--- config.mk ---
export PLATFORM = sky130hd
export DESIGN_NAME = psp_cell_mapper
export DESIGN_NICKNAME = d
export VERILOG_FILES = /design/src/psp_pkg.sv /design/src/psp_cell_mapper.sv
export SDC_FILE = /design/constraint.sdc
export NUM_CORES = 1
export LEC_CHECK = 0
export BUFFER_PORTS_ARGS = -buffer_cell sky130_fd_sc_hd__buf_4
export CAP_MARGIN = 15
export CORE_AREA = 2 2 205 207
export CTS_BUF_LIST = sky130_fd_sc_hd__clkbuf_16
export CTS_CLUSTER_SIZE = 14
export DETAILED_ROUTE_END_ITERATION = 8
export DIE_AREA = 0 0 207 209
export MAX_ROUTING_LAYER = met4
export PLACE_DENSITY = 0.49
export RECOVER_POWER = 50
export SYNTH_ARGS = -nofsm -noshare
export SYNTH_HDL_FRONTEND = slang
export SYNTH_SLANG_ARGS = --single-unit
--- constraint.sdc ---
create_clock -name aclk -period 27.9 [get_ports aclk]
set_input_delay 5.58 -clock aclk [delete_from_list [all_inputs] [get_ports aclk]]
set_output_delay 5.58 -clock aclk [all_outputs]
set_load 0.02 [all_outputs]
--- src/psp_pkg.sv ---
`default_nettype none
package psp_pkg;

    localparam int MAX_SIDE_DEF = 256;
    localparam int CFG_W        = 9;
    localparam int COORD_W      = 8;
    localparam int CELL_W       = 17;
    localparam int BYTE_W       = 8;
    localparam int S_TDATA_W    = 16;
    localparam int M_TDATA_W    = 24;

    localparam logic [BYTE_W-1:0] BYTE_ONES  = 8'hFF;
    // byte 0 with the bit for 1 already cleared
    localparam logic [BYTE_W-1:0] BYTE_FIRST = 8'hFE;

    typedef enum logic [6:0] {
        B_IDLE = 7'b0000001,
        B_FILL = 7'b0000010,
        B_PSQ  = 7'b0000100,
        B_PCHK = 7'b0001000,
        B_PBIT = 7'b0010000,
        B_MRD  = 7'b0100000,
        B_MWR  = 7'b1000000
    } build_state_t;

    typedef enum logic [5:0] {
        T_IDLE  = 6'b000001,
        T_BUILD = 6'b000010,
        T_MAP1  = 6'b000100,
        T_MAP2  = 6'b001000,
        T_ADDR  = 6'b010000,
        T_LOOK  = 6'b100000
    } top_state_t;

    typedef struct packed {
        logic busy;
        logic done;
    } build_stat_t;

endpackage
`default_nettype wire

--- src/psp_cell_mapper.sv ---
`default_nettype none
module psp_cell_mapper #(
    parameter int MAX_SIDE = psp_pkg::MAX_SIDE_DEF
) (
    input  wire logic                                aclk,
    input  wire logic                                load,
    input  wire logic [psp_pkg::COORD_W-1:0]         row,
    input  wire logic [psp_pkg::COORD_W-1:0]         column,
    input  wire logic [$clog2(MAX_SIDE+1)-1:0]       side,
    output logic      [2*$clog2(MAX_SIDE+1)+2:0]     num,
    output logic                                     oor
);

    localparam int SIDE_W = $clog2(MAX_SIDE + 1);
    localparam int NUM_W  = 2 * SIDE_W + 3;
    localparam int CW     = (2 * SIDE_W + 4 > 10) ? 2 * SIDE_W + 4 : 10;
    localparam logic signed [CW-1:0] ONE_S = CW'(1);
    localparam logic signed [CW-1:0] TWO_S = CW'(2);

    logic [psp_pkg::COORD_W-1:0] row_reg, col_reg;
    logic [SIDE_W-1:0]           d_reg;
    logic signed [CW-1:0]        lin_a_reg, lin_b_reg;
    logic                        oor_a_reg, oor_b_reg;
    logic [2*SIDE_W-1:0]         dd_reg;

    logic signed [CW-1:0] si, sj, sn, odd_s, crow, ccol, ccen, rd, cd, dv, lin, num_s;
    logic                 lower, oor_a;

    always_comb begin
        si    = $signed(CW'(row_reg));
        sj    = $signed(CW'(col_reg));
        sn    = $signed(CW'(side));
        odd_s = $signed(CW'(side[0]));
        crow  = sn >>> 1;
        ccol  = crow - ONE_S + odd_s;
        // cells on, left of and above the anti-diagonal use the first polynomial
        lower = (si + sj) < sn;
        ccen  = lower ? ccol : ccol + ONE_S;
        rd    = (si >= crow) ? si - crow : crow - si;
        cd    = (sj >= ccen) ? sj - ccen : ccen - sj;
        dv    = (rd >= cd) ? rd : cd;
        lin   = lower ? odd_s + si - sj : (dv <<< 2) + TWO_S - odd_s + sj - si;
        oor_a = (si >= sn) || (sj >= sn);
    end

    always_ff @(posedge aclk) begin
        if (load) begin
            row_reg <= row;
            col_reg <= column;
        end
        d_reg     <= SIDE_W'(dv);
        lin_a_reg <= lin;
        oor_a_reg <= oor_a;
        dd_reg    <= (2*SIDE_W)'(d_reg) * (2*SIDE_W)'(d_reg);
        lin_b_reg <= lin_a_reg;
        oor_b_reg <= oor_a_reg;
    end

    assign num_s = $signed(CW'({dd_reg, 2'b00})) + lin_b_reg;
    assign num   = num_s[CW-1] ? '0 : NUM_W'(num_s);
    assign oor   = oor_b_reg;

endmodule
`default_nettype wire

==> qor.csv <==
metric;value;unit
drt first pass iters;4;
Antenna Cells;0;
Post-CTS Setup Inserts;0;
core area;0.04129;mm^2
PostCTS Resize Cnt;0;
unrepaired setup endpoints after global routing;false;
Num CTS Buffers;9;
CP required;28110;ps
crit-path leading delay family;compound AO/OA/AOI/OAI gates;
IO buf count;48;
Mapped Area;0.01014;mm^2
top-area cell type share of the netlist area;24.42;%
clock latency on the worst-skew pair;350;ps
drt first-iter violations;409;
Root Buffer;clkbuf_16;
CP Buf/Inv Count;8;
sequential-to-total area share from yosys stat;18.95;%
Final Setup Violations;0;
Max-Cap Viols;0;
routability congestion estimate;0.8021;
Net Count, Synth;1432;
die area;0.04326;mm^2
H-tree depth;3;
Post-DRT Antenna Nets;0;
Final Skew;7.632;ps
CP max stage delay;710;ps
initial antenna violation count;0;
GRT Overall Usage;11.36;%
Tcrit/Tclk final;54.00;%
post-layout util;27.69;%
hold path depth;0;
R2R Path End;lin_a_reg[20]$_DFF_P_;
Post-synth ARST share;0;%
global-route wire length before repair;39270;um
Die W;207;um
DRC errors left;0;
hold endpoint;lin_b_reg[2]$_DFF_P_;
DR WL/cell;13.30;um
Worst Hold Class;register to register;
crit-path max FO;22;
post-synthesis cell type count;71;
Post-DP HPWL;19650;um
Hold Buf Count CTS;0;
Fill cells;4466;
largest area contributor in the netlist;ha_1;
Initial Util;24.57;%
Setup TNS;0;ps
layout cells sized above 1;8.505;%
most common cell in the netlist;ha_1;
synth warn;0;
grt total ovfl;0;
largest net degree at the start of global routing;23;
clock slew at reported path FFs;70;ps
arrival time worst endpoint;15270;ps
buffer depth of the longest clock path;2;
TritonCTS Sinks;88;
CTS tree;built;
min-delay src;lin_a_reg[2]$_DFF_P_;
I/O pin cnt;49;
minimum clock period;15060;ps
placement row count;75;
Post-Syn Area per Cell;8.744;um^2
post-layout net count;1478;
EDFF count, synth;16;
Fin Hold WS;327.6;ps
DR vias;7829;
post-layout worst setup margin;12840;ps
critical path class;input port to register;
Critical-path top delay cell;o21a_1;
CP Capture Type;register;
Top FF cell, synth;dfxtp_1;
Final Hold Vio Count;0;
vias in the first global route;7926;
R2R depth;53;
WL final;23280;um
final count of pins violating max slew;0;
top post-synthesis cells by area;ha_1 24%, dfxtp_1 14%, fa_1 9.3%;
worst slew pin tran;902.5;ps
status;finished, final reports clean;
P&R area growth vs syn;12.73;%
#FFs+latches synth;88;
Synth top cells by count;198 x ha_1, 131 x inv_1, 101 x nor2_1;
Startpoint Class;input port;
vias per std cell;4.474;
pre-CTS setup slack;12410;ps
relative slew slack;39.83;%
Post-Syn Instances;1160;
flop-to-flop setup slack;16290;ps
RR Startpoint;col_reg[1]$_DFFE_PP_;
fmax;66.38;MHz
die height;209;um
==> kinds of logic (layout without fill, tap and decap cells) <==
family	after synthesis	count (layout)	synth area share [%]
muxes	28	28	2.874
DFF	88	88	18.95
and+or+nand+nor	304	304	15.28
adders and majority gates	245	245	33.70
buffers and inverters	153	204	5.760
xor gates and xnor gates	87	87	7.512
AOI/OAI and AO/OA	255	255	15.92
==> metal layers <==
metal	vias to the layer above	global-route usage (%)	part of all wire (%)
met4	0	1.872	0.58
met5	-	-	0
met3	7	1.909	3.2
met2	115	18.69	46
met1	3618	14.84	51
li1	4089	-	-
==> layout by cell type (no fill, tap or decap), drive strengths merged, types with 33 or more instances in the layout <==
cell   count
nand2     49
buf       37
a21oi     67
inv      136
xor2      33
ha       198
xnor2     54
fa        47
and2      34
o21ai     76
dfxtp     72
nor2     101
==> worst max-delay path by stage <==
stage	start	endpoint	slack, ps	depth (start not counted)
6_report	side[3]	lin_a_reg[20]$_DFF_P_	12840	43
3_5_place_dp	side[2]	lin_a_reg[20]$_DFF_P_	12410	43
3_3_place_gp	side[2]	lin_a_reg[20]$_DFF_P_	12520	42
2_1_floorplan	side[7]	lin_a_reg[20]$_DFF_P_	13730	43
5_1_grt	side[2]	lin_a_reg[20]$_DFF_P_	12100	43
4_1_cts	side[3]	lin_a_reg[20]$_DFF_P_	12780	43
==> cell type report <==
| cell class | instances | area [um^2] | share of cell area (%) |
|---|---|---|---|
| Clock buffer | 9 | 225.2 | 1.970 |
| Clock inverter | 7 | 63.81 | 0.5580 |
| Sequential cell | 88 | 1922 | 16.81 |
| Tap cell | 539 | 674.4 | 5.898 |
| Inverter | 134 | 503.0 | 4.399 |
| Multi-Input combinational cell | 919 | 7645 | 66.86 |
| Timing Repair Buffer | 54 | 401.6 | 3.512 |
==> metrics by stage <==
stage | area [um^2] | instances
CTS | 11440 | 1750
detailed placement | 11150 | 1734
floorplan | 10140 | 1160
global route | 11430 | 1750
finish | 11430 | 1750
global placement | 11150 | 1734
Power is left out: the tool's default activity adds up to more than one toggle a clock period on the data nets, which glitch-free logic cannot reach.
